<file path="src/cor_pkg.sv">
package cor_pkg;

  localparam int RADIUS_BITS = 6;
  localparam int COORD_BITS  = 12;
  localparam int OUT_BITS    = COORD_BITS + 1;
  localparam int ERR_BITS    = 2 * RADIUS_BITS + 3;

  localparam logic signed [ERR_BITS-1:0] ERR_ONE = ERR_BITS'(1);

  typedef enum logic [1:0] {
    ST_IDLE,
    ST_CENTER,
    ST_WALK
  } state_t;

  typedef struct packed {
    logic load_in;
    logic load_center;
    logic load_walk;
  } cmd_t;

  typedef struct packed {
    logic radius_zero;
    logic walk_last;
    logic out_blocked;
  } stat_t;

endpackage

</file>
<file path="src/cor_ctrl.sv">
module cor_ctrl (
  input  logic           clk,
  input  logic           rst_n,
  input  logic           in_valid,
  output logic           in_stall,
  input  cor_pkg::stat_t stat,
  output cor_pkg::cmd_t  cmd
);

  cor_pkg::state_t state_r;
  cor_pkg::state_t state_nxt;

  always_ff @(posedge clk) begin
    if (!rst_n) begin
      state_r <= cor_pkg::ST_IDLE;
    end else begin
      state_r <= state_nxt;
    end
  end

  always_comb begin
    state_nxt = state_r;
    case (state_r)
      cor_pkg::ST_IDLE: begin
        if (in_valid) begin
          state_nxt = cor_pkg::ST_CENTER;
        end
      end
      cor_pkg::ST_CENTER: begin
        if (!stat.out_blocked) begin
          state_nxt = stat.radius_zero ? cor_pkg::ST_IDLE : cor_pkg::ST_WALK;
        end
      end
      cor_pkg::ST_WALK: begin
        if (!stat.out_blocked && stat.walk_last) begin
          state_nxt = cor_pkg::ST_IDLE;
        end
      end
      default: begin
        state_nxt = cor_pkg::ST_IDLE;
      end
    endcase
  end

  always_comb begin
    in_stall        = 1'b1;
    cmd.load_in     = 1'b0;
    cmd.load_center = 1'b0;
    cmd.load_walk   = 1'b0;
    case (state_r)
      cor_pkg::ST_IDLE: begin
        in_stall    = 1'b0;
        cmd.load_in = in_valid;
      end
      cor_pkg::ST_CENTER: begin
        cmd.load_center = !stat.out_blocked;
      end
      cor_pkg::ST_WALK: begin
        cmd.load_walk = !stat.out_blocked;
      end
      default: begin
        in_stall = 1'b1;
      end
    endcase
  end

endmodule

</file>
<file path="src/cor_dp.sv">
module cor_dp (
  input  logic                                  clk,
  input  logic                                  rst_n,
  input  logic signed [cor_pkg::COORD_BITS-1:0] in_center_x,
  input  logic signed [cor_pkg::COORD_BITS-1:0] in_center_y,
  input  logic [cor_pkg::RADIUS_BITS-1:0]       in_radius,
  input  cor_pkg::cmd_t                         cmd,
  output cor_pkg::stat_t                        stat,
  output logic                                  out_valid,
  input  logic                                  out_stall,
  output logic                                  out_is_center,
  output logic signed [cor_pkg::OUT_BITS-1:0]   out_x_far_plus,
  output logic signed [cor_pkg::OUT_BITS-1:0]   out_x_far_minus,
  output logic signed [cor_pkg::OUT_BITS-1:0]   out_x_near_plus,
  output logic signed [cor_pkg::OUT_BITS-1:0]   out_x_near_minus,
  output logic signed [cor_pkg::OUT_BITS-1:0]   out_y_near_plus,
  output logic signed [cor_pkg::OUT_BITS-1:0]   out_y_near_minus,
  output logic signed [cor_pkg::OUT_BITS-1:0]   out_y_far_plus,
  output logic signed [cor_pkg::OUT_BITS-1:0]   out_y_far_minus,
  output logic                                  out_last
);

  localparam int RB = cor_pkg::RADIUS_BITS;
  localparam int CB = cor_pkg::COORD_BITS;
  localparam int OB = cor_pkg::OUT_BITS;
  localparam int EB = cor_pkg::ERR_BITS;

  logic signed [CB-1:0] cx_r;
  logic signed [CB-1:0] cy_r;
  logic [RB-1:0]        wx_r;
  logic [RB-1:0]        wy_r;
  logic signed [EB-1:0] err_r;

  logic signed [EB-1:0] xs;
  logic signed [EB-1:0] ys;
  logic signed [EB-1:0] err_x;
  logic signed [EB-1:0] err_y;
  logic [EB-1:0]        abs_x;
  logic [EB-1:0]        abs_y;
  logic                 step_x;
  logic [RB-1:0]        wx_nxt;
  logic [RB-1:0]        wy_nxt;
  logic signed [EB-1:0] err_nxt;

  logic signed [OB-1:0] cx_e;
  logic signed [OB-1:0] cy_e;
  logic signed [OB-1:0] ox_e;
  logic signed [OB-1:0] oy_e;

  logic                 out_valid_r;
  logic                 out_valid_nxt;

  // The running error holds x*x + y*y - r*r, so each candidate is one add away.
  assign xs     = signed'({{(EB-RB){1'b0}}, wx_r});
  assign ys     = signed'({{(EB-RB){1'b0}}, wy_r});
  assign err_x  = err_r - (xs <<< 1) + cor_pkg::ERR_ONE;
  assign err_y  = err_r + (ys <<< 1) + cor_pkg::ERR_ONE;
  assign abs_x  = err_x[EB-1] ? EB'(-err_x) : EB'(err_x);
  assign abs_y  = err_y[EB-1] ? EB'(-err_y) : EB'(err_y);
  assign step_x = abs_x < abs_y;

  assign wx_nxt  = step_x ? wx_r - RB'(1) : wx_r;
  assign wy_nxt  = step_x ? wy_r : wy_r + RB'(1);
  assign err_nxt = step_x ? err_x : err_y;

  assign cx_e = signed'({cx_r[CB-1], cx_r});
  assign cy_e = signed'({cy_r[CB-1], cy_r});
  assign ox_e = signed'({{(OB-RB){1'b0}}, wx_r});
  assign oy_e = signed'({{(OB-RB){1'b0}}, wy_r});

  assign stat.radius_zero = (wx_r == '0);
  assign stat.walk_last   = (wx_nxt <= wy_nxt);
  assign stat.out_blocked = out_valid_r && out_stall;

  always_comb begin
    if (cmd.load_center || cmd.load_walk) begin
      out_valid_nxt = 1'b1;
    end else if (out_stall) begin
      out_valid_nxt = out_valid_r;
    end else begin
      out_valid_nxt = 1'b0;
    end
  end

  always_ff @(posedge clk) begin
    if (!rst_n) begin
      out_valid_r <= 1'b0;
    end else begin
      out_valid_r <= out_valid_nxt;
    end
  end

  always_ff @(posedge clk) begin
    if (cmd.load_in) begin
      cx_r  <= in_center_x;
      cy_r  <= in_center_y;
      wx_r  <= in_radius;
      wy_r  <= '0;
      err_r <= '0;
    end else if (cmd.load_walk) begin
      wx_r  <= wx_nxt;
      wy_r  <= wy_nxt;
      err_r <= err_nxt;
    end
  end

  always_ff @(posedge clk) begin
    if (cmd.load_center) begin
      out_is_center    <= 1'b1;
      out_x_far_plus   <= cx_e;
      out_x_far_minus  <= cx_e;
      out_x_near_plus  <= cx_e;
      out_x_near_minus <= cx_e;
      out_y_near_plus  <= cy_e;
      out_y_near_minus <= cy_e;
      out_y_far_plus   <= cy_e;
      out_y_far_minus  <= cy_e;
      out_last         <= stat.radius_zero;
    end else if (cmd.load_walk) begin
      out_is_center    <= 1'b0;
      out_x_far_plus   <= cx_e + ox_e;
      out_x_far_minus  <= cx_e - ox_e;
      out_x_near_plus  <= cx_e + oy_e;
      out_x_near_minus <= cx_e - oy_e;
      out_y_near_plus  <= cy_e + oy_e;
      out_y_near_minus <= cy_e - oy_e;
      out_y_far_plus   <= cy_e + ox_e;
      out_y_far_minus  <= cy_e - ox_e;
      out_last         <= stat.walk_last;
    end
  end

  assign out_valid = out_valid_r;

endmodule

</file>
<file path="src/circle_octant_rasterizer.sv">
// Channel  Direction  Handshake         Payload
// in_      input      in_valid/stall    center_x, center_y, radius
// out_     output     out_valid/stall   is_center, eight coordinates, last
//
// A circle gives a centre transaction, then one per octant walk point until x no
// longer exceeds y, one per cycle when the output is not stalled; the next input
// is taken once the controller is back in idle. Radius zero gives only the centre.
// The octant walk register set is shared, so one circle is worked at a time.
// A new input is taken while the final result still waits in the output register.
// Reset is synchronous and active low; it clears the controller and output valid.
// An output stall holds the result register and pauses the walk.
module circle_octant_rasterizer (
  input  logic                                  clk,
  input  logic                                  rst_n,
  input  logic                                  in_valid,
  output logic                                  in_stall,
  input  logic signed [cor_pkg::COORD_BITS-1:0] in_center_x,
  input  logic signed [cor_pkg::COORD_BITS-1:0] in_center_y,
  input  logic [cor_pkg::RADIUS_BITS-1:0]       in_radius,
  output logic                                  out_valid,
  input  logic                                  out_stall,
  output logic                                  out_is_center,
  output logic signed [cor_pkg::OUT_BITS-1:0]   out_x_far_plus,
  output logic signed [cor_pkg::OUT_BITS-1:0]   out_x_far_minus,
  output logic signed [cor_pkg::OUT_BITS-1:0]   out_x_near_plus,
  output logic signed [cor_pkg::OUT_BITS-1:0]   out_x_near_minus,
  output logic signed [cor_pkg::OUT_BITS-1:0]   out_y_near_plus,
  output logic signed [cor_pkg::OUT_BITS-1:0]   out_y_near_minus,
  output logic signed [cor_pkg::OUT_BITS-1:0]   out_y_far_plus,
  output logic signed [cor_pkg::OUT_BITS-1:0]   out_y_far_minus,
  output logic                                  out_last
);

  cor_pkg::cmd_t  cmd;
  cor_pkg::stat_t stat;

  cor_ctrl u_ctrl (
    .clk      (clk),
    .rst_n    (rst_n),
    .in_valid (in_valid),
    .in_stall (in_stall),
    .stat     (stat),
    .cmd      (cmd)
  );

  cor_dp u_dp (
    .clk              (clk),
    .rst_n            (rst_n),
    .in_center_x      (in_center_x),
    .in_center_y      (in_center_y),
    .in_radius        (in_radius),
    .cmd              (cmd),
    .stat             (stat),
    .out_valid        (out_valid),
    .out_stall        (out_stall),
    .out_is_center    (out_is_center),
    .out_x_far_plus   (out_x_far_plus),
    .out_x_far_minus  (out_x_far_minus),
    .out_x_near_plus  (out_x_near_plus),
    .out_x_near_minus (out_x_near_minus),
    .out_y_near_plus  (out_y_near_plus),
    .out_y_near_minus (out_y_near_minus),
    .out_y_far_plus   (out_y_far_plus),
    .out_y_far_minus  (out_y_far_minus),
    .out_last         (out_last)
  );

endmodule

</file>
<file path="config.mk">
export PLATFORM = sky130hd
export DESIGN_NAME = circle_octant_rasterizer
export DESIGN_NICKNAME = d
export VERILOG_FILES = /design/src/cor_pkg.sv /design/src/cor_ctrl.sv /design/src/cor_dp.sv /design/src/circle_octant_rasterizer.sv
export SDC_FILE = /design/constraint.sdc
export NUM_CORES = 1
export LEC_CHECK = 0
export BUFFER_PORTS_ARGS = -buffer_cell sky130_fd_sc_hd__buf_2
export CAP_MARGIN = 20
export CORE_MARGIN = 2
export CORE_UTILIZATION = 35
export DETAILED_ROUTE_END_ITERATION = 6
export PLACE_DENSITY = 0.62
export SYNTH_ARGS = -nofsm -noshare
export SYNTH_HDL_FRONTEND = slang
export SYNTH_SLANG_ARGS = --single-unit
</file>
<file path="constraint.sdc">
create_clock -name clk -period 7.58 [get_ports clk]
set_input_delay 0.758 -clock clk [delete_from_list [all_inputs] [get_ports clk]]
set_output_delay 0.758 -clock clk [all_outputs]
set_load 0.03 [all_outputs]
</file>
After elaboration in Yosys (flattened, before gate mapping). Cells that the tools add are included.

Flip-flop bits (word level): 160. Latch bits: 0. RAM bits: 0. Memory bits (read-only): 0. Input port bits: 34. Output and inout port bits: 108. Word-level logic and storage cells: 86. Memories kept: 0.

$add $sub $neg: 16. Multiply operators: 0. Div/mod/pow operators: 0. Order comparisons: 2. Equality and inequality tests: 6. Shift-type cells: 0. Multiplexer cells: 36. Bitwise gates (word level): 0. Reductions and logical operators: 9.

Operator list (count): two-way mux 13 bit (16); adder 12 x 7 -> 13 bit (4); subtractor 12 x 7 -> 13 bit (4); two-way mux 15 bit (3); adder 15 x 2 -> 15 bit, second input constant (2); negator 15 bit (2); two-way mux 6 bit (4); adder 15 x 8 -> 15 bit (1); less-than comparator 15 bit (1); subtractor 15 x 8 -> 15 bit (1); two-way mux 1 bit (8); two-way mux 2 bit (4); adder 6 x 1 -> 6 bit, second input constant (1); <= comparator 6 bit (1); logical NOT 6 bit (1); case mux 2 bit (3 select lines) (1); subtractor 6 x 1 -> 6 bit, second input constant (1); != test 2 x 1 -> 1 bit, second input constant (2); != test 2 bit, second input constant (2); nonzero test 2 bit (2); AND reduction 3 bit (1); == test 2 x 1 -> 1 bit, second input constant (1); == test 2 bit, second input constant (1); logical AND 1 bit (2); other kinds (3) (3).

Logic depth before layout (Yosys ltp).
Depth after elaboration: 10. Gate-level depth with buffers: 29. Gate-level depth less buffers: 27.

Cells and area by module. Synthesis repeated with hierarchy kept, for this count alone.

Cells, all modules: 1042. Area total of the unflattened synthesis: 10677.7 um2.

By module, submodules not included: cor_dp (times used 1, cells an instance 1029, area each 10556.4 um2, seq. area each 4394.2 um2); cor_ctrl (times used 1, cells an instance 13, area each 121.4 um2, seq. area each 40.0 um2).

Least setup slack after synthesis. Ideal clock, no wire load.

Kind: register to register. Start: register u_dp.wx_r[1]. End: register u_ctrl.state_r[1]. Data arrival time: 5841 ps. Required time: 7460 ps. Slack: 1620 ps. Cell stages (with the launch flop): 28. Buffers on the path: 2. Period minus slack after synthesis: 5960 ps. Path through: edfxtp_1 > inv_1 > ha_1 > fa_1 > a211oi_2 > nor2_1 > xor2_1 > or3_1 > nor3_4 > nor2_1 > xor2_1 > ha_1 > a21o_1 > a21o_1 > a21oi_1 > o211ai_2 > buf_2 > buf_2 > nand2_1 > xnor2_1 > ha_1 > a21o_1 > a221o_1 > a21oi_1 > nand2_1 > o21ai_0 > a21oi_1 > o31a_1.

Longest elaborated chain between the ends: 10. Elaborated cells between the ends (all ways): 16.

Ends and longest elaborated chain: start: declaration (RTL line cor_dp.sv:30) `logic [RB-1:0] wx_r;`; start signal: assignment (RTL line cor_dp.sv:97) `wx_r <= in_radius;`; start signal: assignment (RTL line cor_dp.sv:101) `wx_r <= wx_nxt;`; subtractor 15 x 8 -> 15 bit (RTL line cor_dp.sv:56) `assign err_x = err_r - (xs <<< 1) + cor_pkg::ERR_ONE;`; adder 15 x 2 -> 15 bit (RTL line cor_dp.sv:56); negator 15 bit (RTL line cor_dp.sv:58) `assign abs_x = err_x[EB-1] ? EB'(-err_x) : EB'(err_x);`; two-way mux 15 bit (RTL line cor_dp.sv:58); less-than comparator 15 bit (RTL line cor_dp.sv:60) `assign step_x = abs_x < abs_y;`; two-way mux 6 bit, on equally long branches (RTL line cor_dp.sv:62, cor_dp.sv:63); <= comparator 6 bit (RTL line cor_dp.sv:72) `assign stat.walk_last = (wx_nxt <= wy_nxt);`; logical AND 1 bit (RTL line cor_ctrl.sv:35) `if (!stat.out_blocked && stat.walk_last) begin`; != test 2 x 1 -> 1 bit (no source line); AND reduction 3 bit (no source line); end signal: assignment (RTL line cor_ctrl.sv:15) `state_r <= cor_pkg::ST_IDLE;`; end signal: assignment (RTL line cor_ctrl.sv:17) `state_r <= state_nxt;`; end: declaration (RTL line cor_ctrl.sv:10) `cor_pkg::state_t state_r;`.

Parallel ways exist; a longest one is shown, timed or not. The select of a mux whose other input is x is not followed. A chain may end at the register's enable or synchronous reset.

Final worst setup path. Ends and elaborated chain as after synthesis.

==> impl_metrics.csv <==
group,metric,value,unit
status,outcome,"finished clean",
logic_synthesis,yosys_warnings,0,
drt,drcViolationCount,0,
logic_synthesis,yosys_register_bits,156,
floorplanning,die_h,177,microns
global_routing,grt_pass1_vias,7757,
layout,postLayoutCellArea,12200,sq um
logic_synthesis,synth_top_family_by_area,"compound AO/OA/AOI/OAI gates",
setup_path,worstPathMaxFanout,15,
setup_path,criticalPathCategory,"register to register",
cts,numCtsBuffers,17,
timing,period_share,86.1,%
setup_path,reg2reg_depth,25,
timing,max_slew.worst_pin.slew,1010,ps
timing,fmax,153,MHz
logic_synthesis,syn-num-nets,1153,
timing,finalHoldViolCount,0,
worst_hold_path,min_path_type,"register to register",
floorplanning,die_w,177,microns
layout,area_growth,15.7,%
timing,tns,0,ps
drt,wire_per_inst,17.0,microns
placed_design,place.detailed.hpwl,20100,microns
setup_path,rr_startpoint,"u_dp.wx_r[1]",
logic_synthesis,synthArstFlopShare,0,%
cts,ctsRootBufferMaster,"clkbuf_16",
placed_design,place.gp.congestion,0.865,
global_routing,grt_usage,16.7,%
floorplanning,die-area,31500,sq um
worst_hold_path,worstHoldEndpoint,"u_dp.out_is_center",
global_routing,grt_overflow,0,
cts,tritoncts,"yes",
logic_synthesis,synth_fa_ha_area_share,14.0,%
drt,vias,7911,
layout,seq_area,4430,sq um
setup_path,r2r_slack,1050,ps
logic_synthesis,yosysSeqAreaShare,42.1,%
drt,ant_nets,0,
cts,cts_setup_buffers,0,
logic_synthesis,synth_edf_count,131,
setup_path,r2r_end,"u_ctrl.state_r[1]",
drt,viasPerCell,5.13,
worst_hold_path,holdCritStartpoint,"u_dp.out_is_center",
cts,clkTransAtPathRegs,70,ps
cts,hold_buffers,0,
setup_path,critPathLaunchType,"register",
timing,setup_viol,0,
placed_design,post_dp_cell_area,11600,sq um
timing,maxSlewViolCount,0,
logic_synthesis,syn_area_per_cell,10.5,sq um
setup_path,cp_data_arrival_time,6840,ps
worst_hold_path,hold_depth,2,
logic_synthesis,syn_inst,1007,
drt,wirelength,26200,microns
timing,max-slew-margin-rel,32.4,%
placed_design,port_buffers,141,
logic_synthesis,synth-simple-area-share,12.5,%
flow_run,maxCapViolations,0,
logic_synthesis,synth_mux_area_share,1.62,%
floorplanning,io_pins,142,
drt,drt_iter0_markers,497,
global_routing,antenna_found_initial,2,
cts,numClockSinks,156,
timing,grt_setup_unrepaired,"no",
floorplanning,coreArea,29600,sq um
layout,multi_input_area,5720,sq um
setup_path,startpoint,"u_dp.wx_r[1]",
floorplanning,initial_core_util,35.5,%
timing,finClkSkew,17.0,ps
cts,cts_resized,0,
cts,cts_buffer_depth,2,
layout,final_nets,1285,
layout,nFillCells,2936,
layout,drive_gt1_share,18.9,%
logic_synthesis,synth_xor_area_share,10.2,%
logic_synthesis,synth-compound-area-share,15.8,%
logic_synthesis,synthFlopType,"edfxtp_1",
global_routing,grt_pass1_wl,41100,microns
cts,worstSkewPairLatency,430,ps
setup_path,end_kind,"register",
logic_synthesis,syn_area,10500,sq um
timing,fin_crit,6530,ps
cts,cts.htree.levels,4,
global_routing,grt_max_degree,84,
setup_path,crit_required,7890,ps
drt,dr.pass1.iters,5,
logic_synthesis,ys_types,72,
floorplanning,row_count,63,
critical path, stage by stage, from the launching register on:
cell and delay [ps]:
edfxtp_1 520, inv_1 350, ha_1 340, ha_1 300, a211oi_2 80, o211ai_1 370
and3_1 260, o211ai_2 120, xnor2_2 600, nor2_1 110, xor2_1 170, ha_1 290
o21ai_1 130, a21oi_1 80, o41ai_1 330, o211ai_2 410, nor4_1 350, xnor2_1 200
ha_1 290, and3_1 170, a221o_1 290, a21oi_1 180, nand2_1 60, o21ai_0 70
a21oi_1 80, o31a_1 240
synth_stat cells, types with 4 or more instances:
cell type / number / area (sq um)
nand3_1: 25 / 125
xnor2_1: 73 / 639
o21ai_0: 69 / 345
nor3_1: 21 / 105
mux2i_1: 8 / 80.1
o21a_1: 15 / 113
and2_1: 8 / 50.1
nand2_1: 50 / 188
a21o_1: 11 / 82.6
and3_1: 15 / 93.8
buf_4: 4 / 30.0
nor2b_1: 16 / 100
a21boi_0: 5 / 37.5
xor2_1: 41 / 359
or3_1: 5 / 31.3
dfxtp_1: 25 / 500
mux2_2: 8 / 90.1
nand2b_1: 11 / 68.8
a211oi_1: 4 / 30.0
nor3b_1: 7 / 52.6
nand4_1: 7 / 43.8
a21oi_1: 75 / 375
o21ai_1: 7 / 35.0
ha_1: 102 / 1280
buf_2: 4 / 20.0
clkbuf_1: 22 / 82.6
nor2_1: 57 / 214
o31ai_1: 8 / 60.1
o22ai_1: 8 / 50.1
inv_1: 60 / 225
o21bai_1: 21 / 158
nand3b_1: 7 / 52.6
a31oi_1: 5 / 31.3
o211ai_1: 4 / 30.0
fa_1: 10 / 200
edfxtp_1: 131 / 3930
worst max path at each step:
stage | endpoint
after floorplan | u_ctrl.state_r[1]
after global placement | u_ctrl.state_r[1]
after detailed placement | u_ctrl.state_r[1]
after CTS | u_ctrl.state_r[1]
after global routing | u_ctrl.state_r[1]
final | u_ctrl.state_r[1]
cell type report:
class	instances	area share, %
multi-input cells	757	46.9
flip-flops and latches	156	36.4
repair buffers	147	6.16
well taps	390	4.01
clock buffers	17	3.49
inverters	60	1.85
clock inverters	14	1.10
diodes	2	0.0411
metrics by stage:
step / hold slack [ps] / util, % / setup WS (ps) / std cells
floorplan: 449 / - / 1620 / 1007
global placement: 433 / 39.2 / 1260 / 1510
detailed placement: 443 / 39.2 / 1160 / 1510
CTS: 451 / 41.1 / 1100 / 1541
global route: 477 / 41.1 / 683 / 1543
finish: 448 / 41.1 / 1050 / 1543
state kept, by name, summed over array words and instances, names as in the netlist, 12 cells and up:
| name | count |
|---|---|
| u_dp.cy_r | 12 |
| u_dp.out_y_near_minus | 13 |
| u_dp.out_y_far_plus | 12 |
| u_dp.out_x_far_minus | 13 |
| u_dp.cx_r | 12 |
| u_dp.out_x_far_plus | 12 |
| u_dp.err_r | 15 |
| u_dp.out_y_far_minus | 13 |
| u_dp.out_x_near_plus | 12 |
| u_dp.out_y_near_plus | 12 |
| u_dp.out_x_near_minus | 13 |
routing by layer:
metal	up-vias	wire length [microns]	GRT usage [%]	share of wire, %
li1	3911	-	-	-
met1	3771	11600	21.0	44
met2	198	13100	29.5	50
met3	31	1070	2.44	4.1
met4	0	505	5.26	1.9
met5	-	0	0	0
placed cells by master, fill, tap and decap left out, types with 4 or more instances in the layout:
cell type  instances
nand4_1            7
o211ai_1           4
mux2i_1            8
nand2_1           49
fa_1              10
o22ai_1            8
nor3_1            21
nand2b_1          11
clkbuf_16         17
or3_1              5
a31oi_1            5
buf_4              6
and3_1            15
xnor2_1           73
nand3b_1           7
a21oi_1           75
dfxtp_1           25
inv_1             60
nor2b_1           16
a21boi_0           5
o21ai_1            7
ha_1             102
nor2_1            57
a211oi_1           4
o21bai_1          21
xor2_1            41
and2_1             8
o21ai_0           69
a21o_1            11
mux2_2             8
nand3_1           25
o31ai_1            8
edfxtp_1         131
buf_2            141
inv_6              6
nor3b_1            6
o21a_1            15
cell families (layout without fill, tap and decap cells):
group / after synthesis / after routing
multiplexers: 16 / 16
flip-flops: 156 / 156
XOR/XNOR: 118 / 118
other: 0 / 2
adder cells (fa/ha/maj): 112 / 112
AO/OA/AOI/OAI: 262 / 262
buffers and inverters: 94 / 238
AND/OR/NAND/NOR: 249 / 249
Power is left out: the tool's default activity adds up to more than one toggle a clock period on the data nets, which glitch-free logic cannot reach.
